### config.mk
export PLATFORM = sky130hd
export DESIGN_NAME = short_packet_deframer_bsd_checksum_unit
export DESIGN_NICKNAME = d
export VERILOG_FILES = /design/src/spdbsd_pkg.sv /design/src/spdbsd_ram.sv /design/src/spdbsd_front.sv /design/src/spdbsd_cmd_queue.sv /design/src/spdbsd_back.sv /design/src/short_packet_deframer_bsd_checksum_unit.sv
export SDC_FILE = /design/constraint.sdc
export NUM_CORES = 1
export LEC_CHECK = 0
export ABC_AREA = 1
export ABC_CLOCK_PERIOD_IN_PS = 3100
export BUFFER_PORTS_ARGS = -buffer_cell sky130_fd_sc_hd__buf_2
export CAP_MARGIN = 10
export CORE_MARGIN = 5
export CORE_UTILIZATION = 45
export DETAILED_ROUTE_END_ITERATION = 12
export GPL_TIMING_DRIVEN = 0
export SLEW_MARGIN = 20
export SYNTH_ARGS = -nofsm -noshare
export SYNTH_HDL_FRONTEND = slang
export SYNTH_SLANG_ARGS = --single-unit
### constraint.sdc
create_clock -name clk -period 3.1 [get_ports clk]
set_input_delay 0.31 -clock clk [delete_from_list [all_inputs] [get_ports clk]]
set_output_delay 0.31 -clock clk [all_outputs]
set_load 0.1 [all_outputs]
### src/spdbsd_pkg.sv
// shared constants, types and the checksum step for the short packet deframer
// no dependencies; the files that use it refer to this package by scoped names
package spdbsd_pkg;

    localparam int MAX_PAYLOAD = 16;
    localparam int IDX_W       = $clog2(MAX_PAYLOAD);
    localparam int LEN_W       = 5;
    localparam int ADDR_W      = IDX_W + 1;
    localparam int RAM_DEPTH   = 2 ** ADDR_W;

    localparam logic [7:0] LEN_MASK = 8'(MAX_PAYLOAD - 1);

    // one finished packet handed from the front to the back
    typedef struct packed {
        logic             fail;
        logic [LEN_W-1:0] len;
        logic             bank;
    } cmd_t;

    typedef enum logic [1:0] {
        B_IDLE,
        B_READ,
        B_SHOW
    } back_state_t;

    // bsd checksum: rotate right by one, then add
    function automatic logic [7:0] sum_step(input logic [7:0] sum, input logic [7:0] b);
        return {sum[0], sum[7:1]} + b;
    endfunction

endpackage

### src/spdbsd_ram.sv
// generic single-write, single-read ram with registered read data
// no dependencies
module spdbsd_ram #(
    parameter int WIDTH = 8,
    parameter int DEPTH = 32
) (
    input  logic                     clk,
    input  logic                     wr_en,
    input  logic [$clog2(DEPTH)-1:0] wr_addr,
    input  logic [WIDTH-1:0]         wr_data,
    input  logic                     rd_en,
    input  logic [$clog2(DEPTH)-1:0] rd_addr,
    output logic [WIDTH-1:0]         rd_data
);

    logic [WIDTH-1:0] mem [DEPTH];

    always_ff @(posedge clk)
    begin
        if (wr_en)
        begin
            mem[wr_addr] <= wr_data;
        end
        if (rd_en)
        begin
            rd_data <= mem[rd_addr];
        end
    end

endmodule

### src/spdbsd_front.sv
// front part: parses header, payload and checksum words, writes the payload store
// depends on spdbsd_pkg
module spdbsd_front (
    input  logic                         clk,
    input  logic                         rst_n,
    input  logic [7:0]                   rx_byte,
    input  logic                         in_valid,
    output logic                         in_stall,
    input  logic                         q_full,
    output logic                         wr_en,
    output logic [spdbsd_pkg::ADDR_W-1:0] wr_addr,
    output logic [7:0]                   wr_data,
    output logic                         push,
    output spdbsd_pkg::cmd_t             cmd
);

    logic                         receiving_reg, receiving_next;
    logic [spdbsd_pkg::LEN_W-1:0] len_reg, len_next;
    logic [spdbsd_pkg::LEN_W-1:0] cnt_reg, cnt_next;
    logic [7:0]                   sum_reg, sum_next;
    logic                         bank_reg, bank_next;

    logic accept;
    logic is_ck;

    assign in_stall = q_full;
    assign accept   = in_valid & ~q_full;
    assign is_ck    = receiving_reg && (cnt_reg == len_reg);

    assign wr_en    = accept & receiving_reg & ~is_ck;
    assign wr_addr  = {bank_reg, cnt_reg[spdbsd_pkg::IDX_W-1:0]};
    assign wr_data  = rx_byte;
    assign push     = accept & is_ck;
    assign cmd.fail = (rx_byte != sum_reg);
    assign cmd.len  = len_reg;
    assign cmd.bank = bank_reg;

    always_comb
    begin
        receiving_next = receiving_reg;
        len_next       = len_reg;
        cnt_next       = cnt_reg;
        sum_next       = sum_reg;
        bank_next      = bank_reg;
        if (accept)
        begin
            if (!receiving_reg)
            begin
                receiving_next = 1'b1;
                len_next = spdbsd_pkg::LEN_W'(rx_byte & spdbsd_pkg::LEN_MASK)
                           + spdbsd_pkg::LEN_W'(1);
                cnt_next = '0;
                sum_next = spdbsd_pkg::sum_step(8'd0, rx_byte);
            end
            else if (is_ck)
            begin
                receiving_next = 1'b0;
                // a good packet keeps its bank until the back has drained it
                if (rx_byte == sum_reg)
                begin
                    bank_next = ~bank_reg;
                end
            end
            else
            begin
                cnt_next = cnt_reg + spdbsd_pkg::LEN_W'(1);
                sum_next = spdbsd_pkg::sum_step(sum_reg, rx_byte);
            end
        end
    end

    always_ff @(posedge clk or negedge rst_n)
    begin
        if (!rst_n)
        begin
            receiving_reg <= 1'b0;
            len_reg       <= '0;
            cnt_reg       <= '0;
            sum_reg       <= '0;
            bank_reg      <= 1'b0;
        end
        else
        begin
            receiving_reg <= receiving_next;
            len_reg       <= len_next;
            cnt_reg       <= cnt_next;
            sum_reg       <= sum_next;
            bank_reg      <= bank_next;
        end
    end

endmodule

### src/spdbsd_cmd_queue.sv
// two-entry queue of finished packets between front and back
// depends on spdbsd_pkg
module spdbsd_cmd_queue (
    input  logic             clk,
    input  logic             rst_n,
    input  logic             push,
    input  spdbsd_pkg::cmd_t push_cmd,
    input  logic             pop,
    output spdbsd_pkg::cmd_t head,
    output logic             not_empty,
    output logic             full
);

    spdbsd_pkg::cmd_t entry_reg [2];
    logic             wr_ptr_reg, wr_ptr_next;
    logic             rd_ptr_reg, rd_ptr_next;
    logic [1:0]       count_reg, count_next;

    assign head      = entry_reg[rd_ptr_reg];
    assign not_empty = (count_reg != 2'd0);
    assign full      = (count_reg == 2'd2);

    always_comb
    begin
        wr_ptr_next = wr_ptr_reg;
        rd_ptr_next = rd_ptr_reg;
        count_next  = count_reg;
        if (push)
        begin
            wr_ptr_next = ~wr_ptr_reg;
        end
        if (pop)
        begin
            rd_ptr_next = ~rd_ptr_reg;
        end
        if (push && !pop)
        begin
            count_next = count_reg + 2'd1;
        end
        else if (pop && !push)
        begin
            count_next = count_reg - 2'd1;
        end
    end

    always_ff @(posedge clk)
    begin
        if (push)
        begin
            entry_reg[wr_ptr_reg] <= push_cmd;
        end
    end

    always_ff @(posedge clk or negedge rst_n)
    begin
        if (!rst_n)
        begin
            wr_ptr_reg <= 1'b0;
            rd_ptr_reg <= 1'b0;
            count_reg  <= 2'd0;
        end
        else
        begin
            wr_ptr_reg <= wr_ptr_next;
            rd_ptr_reg <= rd_ptr_next;
            count_reg  <= count_next;
        end
    end

endmodule

### src/spdbsd_back.sv
// back part: drains one queued packet at a time into the output register
// depends on spdbsd_pkg
module spdbsd_back (
    input  logic                          clk,
    input  logic                          rst_n,
    input  spdbsd_pkg::cmd_t              head,
    input  logic                          q_valid,
    output logic                          pop,
    output logic                          rd_en,
    output logic [spdbsd_pkg::ADDR_W-1:0] rd_addr,
    input  logic [7:0]                    rd_data,
    output logic                          out_valid,
    input  logic                          out_stall,
    output logic                          status,
    output logic [7:0]                    payload_byte,
    output logic [spdbsd_pkg::LEN_W-1:0]  payload_length,
    output logic                          last
);

    spdbsd_pkg::back_state_t      state_reg, state_next;
    logic [spdbsd_pkg::IDX_W-1:0] idx_reg, idx_next;
    logic                         status_reg, status_next;
    logic [7:0]                   byte_reg, byte_next;
    logic [spdbsd_pkg::LEN_W-1:0] len_reg, len_next;
    logic                         last_reg, last_next;

    assign out_valid      = (state_reg == spdbsd_pkg::B_SHOW);
    assign status         = status_reg;
    assign payload_byte   = byte_reg;
    assign payload_length = len_reg;
    assign last           = last_reg;

    always_comb
    begin
        state_next = state_reg;
        case (state_reg)
            spdbsd_pkg::B_IDLE:
            begin
                if (q_valid)
                begin
                    state_next = head.fail ? spdbsd_pkg::B_SHOW : spdbsd_pkg::B_READ;
                end
            end
            spdbsd_pkg::B_READ:
            begin
                state_next = spdbsd_pkg::B_SHOW;
            end
            spdbsd_pkg::B_SHOW:
            begin
                if (!out_stall)
                begin
                    state_next = last_reg ? spdbsd_pkg::B_IDLE : spdbsd_pkg::B_READ;
                end
            end
            default:
            begin
                state_next = spdbsd_pkg::B_IDLE;
            end
        endcase
    end

    always_comb
    begin
        pop         = 1'b0;
        rd_en       = 1'b0;
        rd_addr     = {head.bank, idx_reg};
        idx_next    = idx_reg;
        status_next = status_reg;
        byte_next   = byte_reg;
        len_next    = len_reg;
        last_next   = last_reg;
        case (state_reg)
            spdbsd_pkg::B_IDLE:
            begin
                if (q_valid)
                begin
                    idx_next = '0;
                    if (head.fail)
                    begin
                        status_next = 1'b1;
                        byte_next   = 8'd0;
                        len_next    = head.len;
                        last_next   = 1'b1;
                    end
                    else
                    begin
                        rd_en   = 1'b1;
                        rd_addr = {head.bank, {spdbsd_pkg::IDX_W{1'b0}}};
                    end
                end
            end
            spdbsd_pkg::B_READ:
            begin
                status_next = 1'b0;
                byte_next   = rd_data;
                len_next    = head.len;
                last_next   = ((spdbsd_pkg::LEN_W'(idx_reg) + spdbsd_pkg::LEN_W'(1))
                               == head.len);
            end
            spdbsd_pkg::B_SHOW:
            begin
                if (!out_stall)
                begin
                    if (last_reg)
                    begin
                        pop = 1'b1;
                    end
                    else
                    begin
                        idx_next = idx_reg + spdbsd_pkg::IDX_W'(1);
                        rd_en    = 1'b1;
                        rd_addr  = {head.bank, idx_reg + spdbsd_pkg::IDX_W'(1)};
                    end
                end
            end
            default:
            begin
                pop = 1'b0;
            end
        endcase
    end

    always_ff @(posedge clk or negedge rst_n)
    begin
        if (!rst_n)
        begin
            state_reg <= spdbsd_pkg::B_IDLE;
            idx_reg   <= '0;
        end
        else
        begin
            state_reg <= state_next;
            idx_reg   <= idx_next;
        end
    end

    always_ff @(posedge clk)
    begin
        status_reg <= status_next;
        byte_reg   <= byte_next;
        len_reg    <= len_next;
        last_reg   <= last_next;
    end

endmodule

### src/short_packet_deframer_bsd_checksum_unit.sv
// top level of the length-prefixed packet deframer with 8-bit bsd checksum
// depends on spdbsd_pkg, spdbsd_front, spdbsd_cmd_queue, spdbsd_back, spdbsd_ram

// Receive words are taken one per cycle unless in_stall is high: a header (low
// bits give payload length minus one), the payload, then the checksum. A good
// packet is delivered as payload_length result words with last on the final
// one; a bad checksum gives a single result word with status set and last set.
// The payload store holds two banks, so the next packet can arrive while the
// previous one is still being delivered; in_stall rises only while two finished
// packets are waiting or in delivery. Each word comes from the registered ram
// read via the output register; the next is read once the current one is taken.
module short_packet_deframer_bsd_checksum_unit (
    input  logic                         clk,
    input  logic                         rst_n,
    input  logic [7:0]                   rx_byte,
    input  logic                         in_valid,
    output logic                         in_stall,
    output logic                         status,
    output logic [7:0]                   payload_byte,
    output logic [spdbsd_pkg::LEN_W-1:0] payload_length,
    output logic                         last,
    output logic                         out_valid,
    input  logic                         out_stall
);

    logic                          q_full;
    logic                          q_valid;
    logic                          push;
    logic                          pop;
    spdbsd_pkg::cmd_t              push_cmd;
    spdbsd_pkg::cmd_t              head;
    logic                          wr_en;
    logic [spdbsd_pkg::ADDR_W-1:0] wr_addr;
    logic [7:0]                    wr_data;
    logic                          rd_en;
    logic [spdbsd_pkg::ADDR_W-1:0] rd_addr;
    logic [7:0]                    rd_data;

    spdbsd_front u_front (
        .clk      (clk),
        .rst_n    (rst_n),
        .rx_byte  (rx_byte),
        .in_valid (in_valid),
        .in_stall (in_stall),
        .q_full   (q_full),
        .wr_en    (wr_en),
        .wr_addr  (wr_addr),
        .wr_data  (wr_data),
        .push     (push),
        .cmd      (push_cmd)
    );

    spdbsd_cmd_queue u_queue (
        .clk       (clk),
        .rst_n     (rst_n),
        .push      (push),
        .push_cmd  (push_cmd),
        .pop       (pop),
        .head      (head),
        .not_empty (q_valid),
        .full      (q_full)
    );

    spdbsd_ram #(
        .WIDTH (8),
        .DEPTH (spdbsd_pkg::RAM_DEPTH)
    ) u_store (
        .clk     (clk),
        .wr_en   (wr_en),
        .wr_addr (wr_addr),
        .wr_data (wr_data),
        .rd_en   (rd_en),
        .rd_addr (rd_addr),
        .rd_data (rd_data)
    );

    spdbsd_back u_back (
        .clk            (clk),
        .rst_n          (rst_n),
        .head           (head),
        .q_valid        (q_valid),
        .pop            (pop),
        .rd_en          (rd_en),
        .rd_addr        (rd_addr),
        .rd_data        (rd_data),
        .out_valid      (out_valid),
        .out_stall      (out_stall),
        .status         (status),
        .payload_byte   (payload_byte),
        .payload_length (payload_length),
        .last           (last)
    );

endmodule

==> results.md, run 1 <==
- Clock Tree Root: clkbuf_16
- Initial antenna violation count: 0
- Worst IR drop on VDD: slightly above 0.5 mV
- R2R Setup Slk: around 56 ps
- Synthesized flop and latch total: roughly 320
- Share of cells above drive strength 1: 0.127
- Worst path max stage delay: ~910 ps
- Cell Pwr Density: 928 nW/um^2
- R2R depth: 10
- Crit path max-delay cell type: nor3_1
- Synth warnings: 0
- Hold Vio Cnt, Final: 0
- Final Slew Violations: 0
- Gr usage total: 0.207
- Overall routed net length: about 37000 um
- Hold Crit Start: out_stall
- Chip width: about 190 um
- Rows: 66
- Sw frac: 0.409
- Sequential share of the synthesized area: 0.646
- Psw: roughly 6.3 mW
- Crit path DAT: between 3000 and 4000 ps
- CTS Buf Count: 35
- Drt wl/cell: roughly 19 um
- Die area: 36500 um^2
- Synthesized area: around 15000 um^2
- Post-CTS setup buffers: 0
- Max Cap Violations: 0
- # port buffers: 28
- # DRC: 0
- Worst setup margin: 56.2 ps
- Yosys top cell area share: 0.596
- Tightest Pin Transition: between 1000 and 1500 ps
- Netlist cell types: 36
- Total gr overflow: 0
- CP required: ~3200 ps
- Max H-tree Level: 2
- Drt via density: 5.20
- Latest clock arrival within the worst-skew pair: between 500 and 600 ps
- Syn_area_per_cell: approximately 10 um^2
- First drt pass iteration count: 5
- Period Utilization, post-route: 0.982
- Clk pwr share: 0.259
- CTS tree: done
- Worst hold stages: 3
- Nets: about 1500
- CTS Sinks: about 320
- Critical path launch point type: flop
- Critical Path Fanout Max: 10
- Crit. End Element: flop
- DR iter-0 viols: between 900 and 1000
- Global-route wire length before repair: around 58000 um
- Ports: 29
- Core area: about 32000 um^2
- HP Class: in -> reg
- Worst r2r src: u_front.cnt_reg[2]$_DFFE_PN0P_
- N_diodes: 0
- Unrepaired setup endpoints after global routing: yes
- Largest net degree at the start of global routing: 40
- Critical-path cell list: buf_2, inv_1, o22ai_1, a221oi_1, nand3_1, nand2_1, inv_1, nand2_2, buf_2, nor3_1
- Synth Instances: around 1400
- DP Wirelength: 25100 um
- Post-synth net total: about 1400
- Combinational power share: 0.389
- LEAKAGE: 6.86 nW
- FFs w/ async S/R, synth: 0.0929
- Pwr Total: 15.5 mW
- Crit path kind: reg -> reg
- Main synth FF type: edfxtp_1
- Final GP Congestion: just under 0.9
- Clock-pin slew on the worst setup and hold paths: approximately 60 ps
- P&R area growth vs syn: 12.9%
- Number of global-route vias before repair: 9960
- Number of flops mapped to enable cells by yosys: about 290
- Hold Slack: about 120 ps
- CTS Buffer Depth: 3
- Most common cell after layout, fill and taps aside: nand2_1
- Max Freq: ~0.33 GHz
- Bufs and invs on worst path: 4
- Sequential power share: 0.352
- Setup WS pre-CTS: -6.87 ps
- Worst Clk Skew: 18.0 ps
- Kind of cell adding the most delay to the critical path: simple AND/OR/NAND/NOR gates
- Status: finished, final reports clean
- Cell Int Power: 9.14 mW
- Hold path endpoint: u_back.state_reg[1]$_DFFE_PN0P_
- Initial Util: 0.455
- Finish-stage setup viols: 0
- Post-DRT Antenna Nets: 0
- Crit path time final: 3040 ps
- Largest register FFs: approximately 260
- Most frequent cells in the layout: 330 x nand2_1, 293 x nand3_1, 293 x edfxtp_1, 187 x inv_1, 91 x buf_2
- Relative slew slack: 0.236
- Synth area leader: edfxtp_1
- DR vias: 10200
- Finished Core Util: 0.514
- Vert. Die Dim: between 150 and 200 um
- Top post-synthesis cells by area: edfxtp_1 60%, nand3_1 9.9%, nand2_1 8.4%
- FF-to-FF End: u_store.mem[12][3]$_DFFE_PP_
==> power by group through the flow <==
| stage | logic [mW] | registers (mW) | clock network [mW] |
|---|---|---|---|
| 3_3_place_gp | 5.87 | 5.53 | 0 |
| 3_5_place_dp | 5.97 | 5.54 | 0 |
| 6_report | 6.03 | 5.45 | 4.00 |
| 5_1_grt | 6.59 | 5.49 | 4.25 |
| 2_1_floorplan | 3.51 | 6.20 | 0 |
| 4_1_cts | 5.99 | 5.45 | 4.08 |
==> layer usage <==
layer  GRT usage  part of all wire
met5           0                 0
met4      0.0638             0.029
met3      0.0307             0.056
met2       0.349              0.48
met1       0.280              0.43
==> cell type report <==
| class | count | area [um^2] |
|---|---|---|
| repair buffers | 29 | 150 |
| well taps | 442 | 553 |
| flip-flops and latches | 323 | 9550 |
| multi-input cells | 827 | 4200 |
| fillers | 2893 | 15800 |
| plain buffers | 71 | 364 |
| inverters | 199 | 754 |
| clock buffers | 53 | 1030 |
| clock inverters | 8 | 76.3 |
==> cell families after synthesis <==
group / count (synthesis) / synth area share
AO/OA/AOI/OAI: 48 / 0.0192
XOR/XNOR: 26 / 0.0154
adder cells (fa/ha/maj): 15 / 0.0132
buffers and inverters: 270 / 0.0757
flip-flops: 323 / 0.646
AND/OR/NAND/NOR: 738 / 0.230
==> worst max path at each step <==
| stage | start | endpoint | slack (ps) | depth (start not counted) |
|---|---|---|---|---|
| global placement | u_front.cnt_reg[2]$_DFFE_PN0P_ | u_store.mem[16][1]$_DFFE_PP_ | -8 | 10 |
| floorplan | u_back.last$_SDFFCE_PP1P_ | u_store.rd_data[0]$_DFFE_PP_ | 670 | 13 |
| global route | u_front.cnt_reg[2]$_DFFE_PN0P_ | u_store.mem[25][2]$_DFFE_PP_ | -110 | 10 |
| CTS | u_front.cnt_reg[2]$_DFFE_PN0P_ | u_store.mem[4][3]$_DFFE_PP_ | 80 | 10 |
| detailed placement | u_front.cnt_reg[2]$_DFFE_PN0P_ | u_store.mem[13][5]$_DFFE_PP_ | -7 | 10 |
| finish | u_front.cnt_reg[2]$_DFFE_PN0P_ | u_store.mem[12][3]$_DFFE_PP_ | 60 | 10 |
==> through the flow <==
step / instances / setup TNS, ps / cell area [um^2]
after floorplan: 1420 / 0 / 14800
after global placement: 1890 / -61.8 / 15500
after detailed placement: 1890 / -52.0 / 15500
after CTS: 1952 / 0 / 16600
after global routing: 1952 / -2070 / 16700
final: 1952 / 0 / 16700
==> cells in the mapped netlist (2+ instances only) <==
cell type,instances
buf_2,63
a21oi_1,10
nand4_1,3
buf_4,5
xnor2_1,10
edfxtp_1,293
nand2_1,330
nor2_4,2
nor2_2,2
inv_4,3
o21ai_1,2
nor3_1,24
nand2_2,7
nand3b_1,41
xor2_1,16
inv_2,5
o211ai_1,5
inv_1,187
nand3_1,293
o21ai_0,21
clkbuf_1,3
nor2_1,30
o22ai_1,5
dfrtp_1,30
clkinv_1,4
or2_2,3
ha_1,14
==> tightest hold or removal path: cells and delay by family <==
family | cells | cell delay [ps]
AOI/OAI and AO/OA | 1 | 90
buffers and inverters | 2 | 180
==> repair_timing <==
action,in CTS,in global routing
pin swaps,0,0
endpoints found under the setup margin,8,34
endpoints found under the hold margin,30,0
cloned,0,0
hold buffers,1,0
resized for setup,1,2
Power figures use the tool's default switching activity.
==> inputs of run 2 (changes only) <==
- ABC_CLOCK_PERIOD_IN_PS: 3100 -> 3720
- REMOVE_ABC_BUFFERS: default -> 1
- SLEW_MARGIN: 20 -> default
- clock period: 3.1 -> 3.72 ns (I/O delays scaled with it)
==> results.md, run 2 (same netlist as run 1, synthesis figures left out) <==
- Status: finished, final reports clean
- Hold Vio Cnt, Final: 0
- Met3 Track Usage GR: 0.0283
- Drt wl/cell: ~19 um
- Latest clock arrival within the worst-skew pair: 510 ps
- Crit path time final: 3490 ps
- Crit. End Element: flop
- Core area: about 32000 um^2
- Die area: about 37000 um^2
- Clock Tree Root: clkbuf_16
- Largest net degree at the start of global routing: around 130
- Top Usage Layer GRT: met2
- Final GP Congestion: 0.808
- Final Slew Violations: 0
- Drt via density: 5.26
- Met1 usage: 0.261
- Fillers: 2891
- Nets: 1462
- CTS Buf Count: 35
- Most frequent cells in the layout: 329 x nand2_1, 293 x edfxtp_1, 292 x nand3_1, 186 x inv_1, 41 x nand3b_1
- Post-CTS setup buffers: 0
- Max Freq: 0.286 GHz
- Max Cap Violations: 0
- Hold Slack: 206 ps
- Crit path DAT: between 3000 and 4000 ps
- DR iter-0 viols: 808
- Final Instance Area: between 15000 and 20000 um^2
- Overall routed net length: between 30000 and 40000 um
- Initial Util: 0.455
- Gr usage total: 0.190
- Period Utilization, post-route: 0.939
- Most common cell after layout, fill and taps aside: nand2_1
- Clock-pin slew on the worst setup and hold paths: about 60 ps
- Ports: 29
- Largest register FFs: approximately 260
- Share of cells above drive strength 1: 0.0970
- Placed cell areas: roughly 15000 um^2
- Rows: 66
- First drt pass iteration count: 5
- CTS Sinks: 323
- Initial antenna violation count: 0
- CTS Buffer Depth: 3
- Final Non-Filler Cells: 1895
- Worst Clk Skew: between 10 and 15 ps
- DP Cell Count: 1832
- Global-route wire length before repair: 53900 um
- # DRC: 0
- Critical path launch point type: flop
- Chip width: between 150 and 200 um
- # port buffers: 28
- N_diodes: 0
- Crit path kind: reg -> reg
- Finish-stage setup viols: 0
- DR vias: between 9000 and 10000
- CP required: 3850 ps
- LEAKAGE: about 6.7 nW
- GR Util met2: 0.315
- Worst IR drop on VDD: around 0.48 mV
- Post-DRT Antenna Nets: 0
- Total gr overflow: 0
- Vert. Die Dim: around 190 um
- Final setup TNS: 0 ps
- Cell Pwr Density: between 700 and 800 nW/um^2
- Pwr Total: about 12 mW
- Tightest Pin Transition: around 970 ps
- Number of global-route vias before repair: approximately 9600
- Max H-tree Level: 2
- HP Class: in -> reg
- Unrepaired setup endpoints after global routing: yes
- P&R area growth vs syn: 11.7%
- Critical Path Fanout Max: 14
- CTS tree: done
- Relative slew slack: 0.354
- DP Wirelength: approximately 20000 um
run 2: cell count changes in the layout (fill, tap and decap cells not counted), moves of 3 or more:
| cell | change |
|---|---|
| buf_12 | +3 |
| buf_2 | -58 |
| clkbuf_1 | -9 |
| clkbuf_8 | -4 |
| clkinv_1 | +5 |
run 2: power breakdown:
group          internal (mW)  switching, mW  total [mW]  leakage [nW]
clock network           1.85           1.33        3.18         0.495
registers               4.38          0.229        4.61          3.02
logic                   1.19           3.48        4.67          3.19
total                   7.42           5.04        12.5          6.70
run 2: worst max-delay path, cell delays in order (launching register included):
cell,delay [ps]
dfrtp_1,500
inv_1,190
o22ai_1,190
a221oi_1,70
nand3_1,100
nand2_1,320
clkinvlp_4,370
nand3_1,540
nor2_1,840
run 2: metal layers:
metal | up-vias | wire [um]
met5 | - | 0
met4 | 0 | 981
met3 | 63 | 2080
met2 | 285 | 16700
met1 | 4804 | 15600
li1 | 4812 | -
run 2: timing repair:
item                                    4_1_cts  5_1_grt
resized for setup                             4       15
pin swaps                                     0        1
hold endpoints to repair                     30        0
hold buffers                                  1        0
cloned                                        0        2
endpoints found under the setup margin      103      234
run 2: path summary, 6_finish.rpt:
kind | from | end | slack [ps] | cells after the start
hold / removal | out_stall | u_back.state_reg[1]$_DFFE_PN0P_ | 210 | 3
min in group asynchronous | rst_n | u_queue.rd_ptr_reg$_DFFE_PN0P_ | 500 | 2
hold reg to reg | u_queue.wr_ptr_reg$_DFFE_PN0P_ | u_queue.wr_ptr_reg$_DFFE_PN0P_ | 500 | 1
setup / recovery | u_front.cnt_reg[2]$_DFFE_PN0P_ | u_store.mem[10][1]$_DFFE_PP_ | 230 | 8
setup reg to reg | u_front.cnt_reg[2]$_DFFE_PN0P_ | u_store.mem[10][1]$_DFFE_PP_ | 230 | 8
max in group asynchronous | rst_n | u_front.sum_reg[6]$_DFFE_PN0P_ | 2730 | 2
run 2: through the flow:
step,utilization,setup slack (ps)
floorplan,-,-3540
global placement,0.465,-8480
detailed placement,0.472,-156
CTS,0.505,-135
global route,0.508,-66.5
finish,0.508,227
run 2: cell type report:
class                      count  area, um^2  area share
clock buffer                  41         898      0.0545
sequential                   323        9550       0.579
inverter                     199         758      0.0460
tap                          442         553      0.0335
multi-input combinational    829        4270       0.259
timing repair buffer          47         348      0.0211
clock inverter                14         126     0.00766
==> inputs of run 3 (changes only) <==
- ABC_CLOCK_PERIOD_IN_PS: 3720 -> 2900
- clock period: 3.72 -> 2.9 ns (I/O delays scaled with it)
==> results.md, run 3 (same netlist as run 1, synthesis figures left out) <==
- LEAKAGE: slightly above 7 nW
- Unrepaired setup endpoints after global routing: no
- Critical path launch point type: flop
- # DRC: 0
- Worst r2r src: u_back.state_reg[0]$_DFFE_PN0P_
- DP Wirelength: between 15000 and 20000 um
- Crit path time final: approximately 2800 ps
- FF-to-FF End: u_store.rd_data[4]$_DFFE_PP_
- P&R area growth vs syn: 16.0%
- Core area: ~32000 um^2
- Final Non-Filler Cells: approximately 1900
- HP Class: in -> reg
- Cell Pwr Density: between 900 and 1000 nW/um^2
- Cell Int Power: 9.96 mW
- Clock-pin slew on the worst setup and hold paths: about 60 ps
- Clock Tree Root: clkbuf_16
- Most common cell type on the critical path: nand2_1
- Most frequent cells in the layout: 326 x nand2_1, 293 x edfxtp_1, 290 x nand3_1, 186 x inv_1, 41 x nand3b_1
- Worst Clk Skew: around 14 ps
- Clk pwr share: 0.241
- Max Freq: around 0.35 GHz
- DR vias: around 10000
- # port buffers: 28
- CP required: 3160 ps
- Rows: between 60 and 70
- Finished Core Util: 0.528
- CTS Buffer Depth: 3
- Psw: around 7.0 mW
- Share of cells above drive strength 1: 0.123
- R2R Setup Slk: 70 ps
- Sw frac: 0.413
- Total gr overflow: 0
- Max H-tree Level: 2
- Initial antenna violation count: 0
- Max Cap Violations: 0
- Status: finished, final reports clean
- Worst IR drop on VDD: 0.585 mV
- DR iter-0 viols: approximately 1100
- Overall routed net length: around 38000 um
- Hold Vio Cnt, Final: 0
- Die area: 36500 um^2
- R2R depth: 12
- Hold Crit Start: out_stall
- Most common cell after layout, fill and taps aside: nand2_1
- Drt via density: between 5 and 6
- Crit path kind: reg -> reg
- Worst path max stage delay: approximately 580 ps
- Final Slew Violations: 0
- CTS Sinks: 323
- Finish-stage setup viols: 0
- Post-DRT Antenna Nets: 0
- Critical-path cell list: inv_2, nand2_2, inv_2, nand2_4, nand2_1, nand3_2, nand3_1, nand3_1, nand3_1, nand2_1, nand2_1, nand2_1
- Ports: 29
- Crit path DAT: around 3100 ps
- Largest register FFs: around 260
- First drt pass iteration count: 6
- Worst hold stages: 3
- Number of global-route vias before repair: around 10000
- Initial Util: 0.455
- Global-route wire length before repair: between 50000 and 60000 um
- Nets: between 1000 and 1500
- Vert. Die Dim: about 190 um
- Crit path max-delay cell type: nand3_2
- Largest net degree at the start of global routing: 67
- Hold path endpoint: u_back.state_reg[1]$_DFFE_PN0P_
- Sequential power share: 0.349
- Chip width: around 190 um
- Gr usage total: 0.205
- CTS Buf Count: 35
- Combinational power share: 0.410
- N_diodes: 0
- Drt wl/cell: 19.9 um
- Latest clock arrival within the worst-skew pair: slightly above 500 ps
- Tightest Pin Transition: 906 ps
- Relative slew slack: 0.396
- Final GP Congestion: 0.808
- DP Cell Count: 1832
- Critical Path Fanout Max: 16
- CTS tree: done
- Period Utilization, post-route: 0.976
- Crit. End Element: flop
## run 3: routing by layer
metal	share of wire	global-route usage	routed length [um]	vias up
li1	-	-	-	4875
met1	0.42	0.274	16000	4968
met2	0.49	0.342	18500	331
met3	0.066	0.0307	2520	77
met4	0.029	0.0721	1110	0
met5	0	0	0	-
## run 3: cell type report
cell class	count	area, um^2
clock buffers	41	898
clock inverters	14	126
fillers	2798	15300
inverters	199	768
multi-input cells	834	4630
flip-flops and latches	323	9550
well taps	442	553
repair buffers	62	606
## run 3: worst max-delay path by stage
stage	slack, ps	to	depth (start not counted)	startpoint
2_1_floorplan	-4360	u_store.rd_data[0]$_DFFE_PP_	12	u_back.last$_SDFFCE_PP1P_
3_3_place_gp	-9300	u_store.rd_data[5]$_DFFE_PP_	12	u_back.state_reg[1]$_DFFE_PN0P_
3_5_place_dp	-980	u_store.mem[17][7]$_DFFE_PP_	8	u_front.cnt_reg[2]$_DFFE_PN0P_
4_1_cts	-2	u_store.mem[8][3]$_DFFE_PP_	8	u_front.cnt_reg[2]$_DFFE_PN0P_
5_1_grt	5	u_store.mem[19][5]$_DFFE_PP_	9	u_front.cnt_reg[2]$_DFFE_PN0P_
6_report	70	u_store.rd_data[4]$_DFFE_PP_	12	u_back.state_reg[0]$_DFFE_PN0P_
## run 3: critical path: cells and delay by family, from the launching register on
kind | cells | cell delay [ps]
buffers and inverters | 2 | 170
DFF | 1 | 430
and+or+nand+nor | 10 | 1960
## run 3: through the flow
| stage | power (mW) | TNS [ps] | setup WS, ps | hold slack [ps] | cell area (um^2) |
|---|---|---|---|---|---|
| 5_1_grt | 17.9 | 0 | 4.65 | 162 | 17100 |
| 6_report | 17.0 | 0 | 69.2 | 139 | 17100 |
| 2_1_floorplan | 9.91 | -34850 | -4360 | -5.59 | 14400 |
| 3_3_place_gp | 11.1 | -281310 | -9300 | 387 | 15100 |
| 4_1_cts | 16.6 | -5.08 | -1.84 | 116 | 16800 |
| 3_5_place_dp | 11.9 | -193200 | -976 | 387 | 15300 |
## run 3: repair_timing
item,in CTS,in global routing
hold endpoints to repair,30,0
buffers inserted,5,10
gates resized for setup,67,19
gates cloned,7,5
setup endpoints to repair,264,253
hold buffers,1,0
pin swaps,5,3
## run 3: power groups by stage
stage / sequential, mW / combinational (mW) / clock, mW
after global placement: 6.00 / 5.09 / 0
final: 5.92 / 6.95 / 4.09
after detailed placement: 6.01 / 5.85 / 0
after floorplan: 6.67 / 3.24 / 0
after global routing: 5.97 / 7.54 / 4.34
after CTS: 5.92 / 6.50 / 4.15
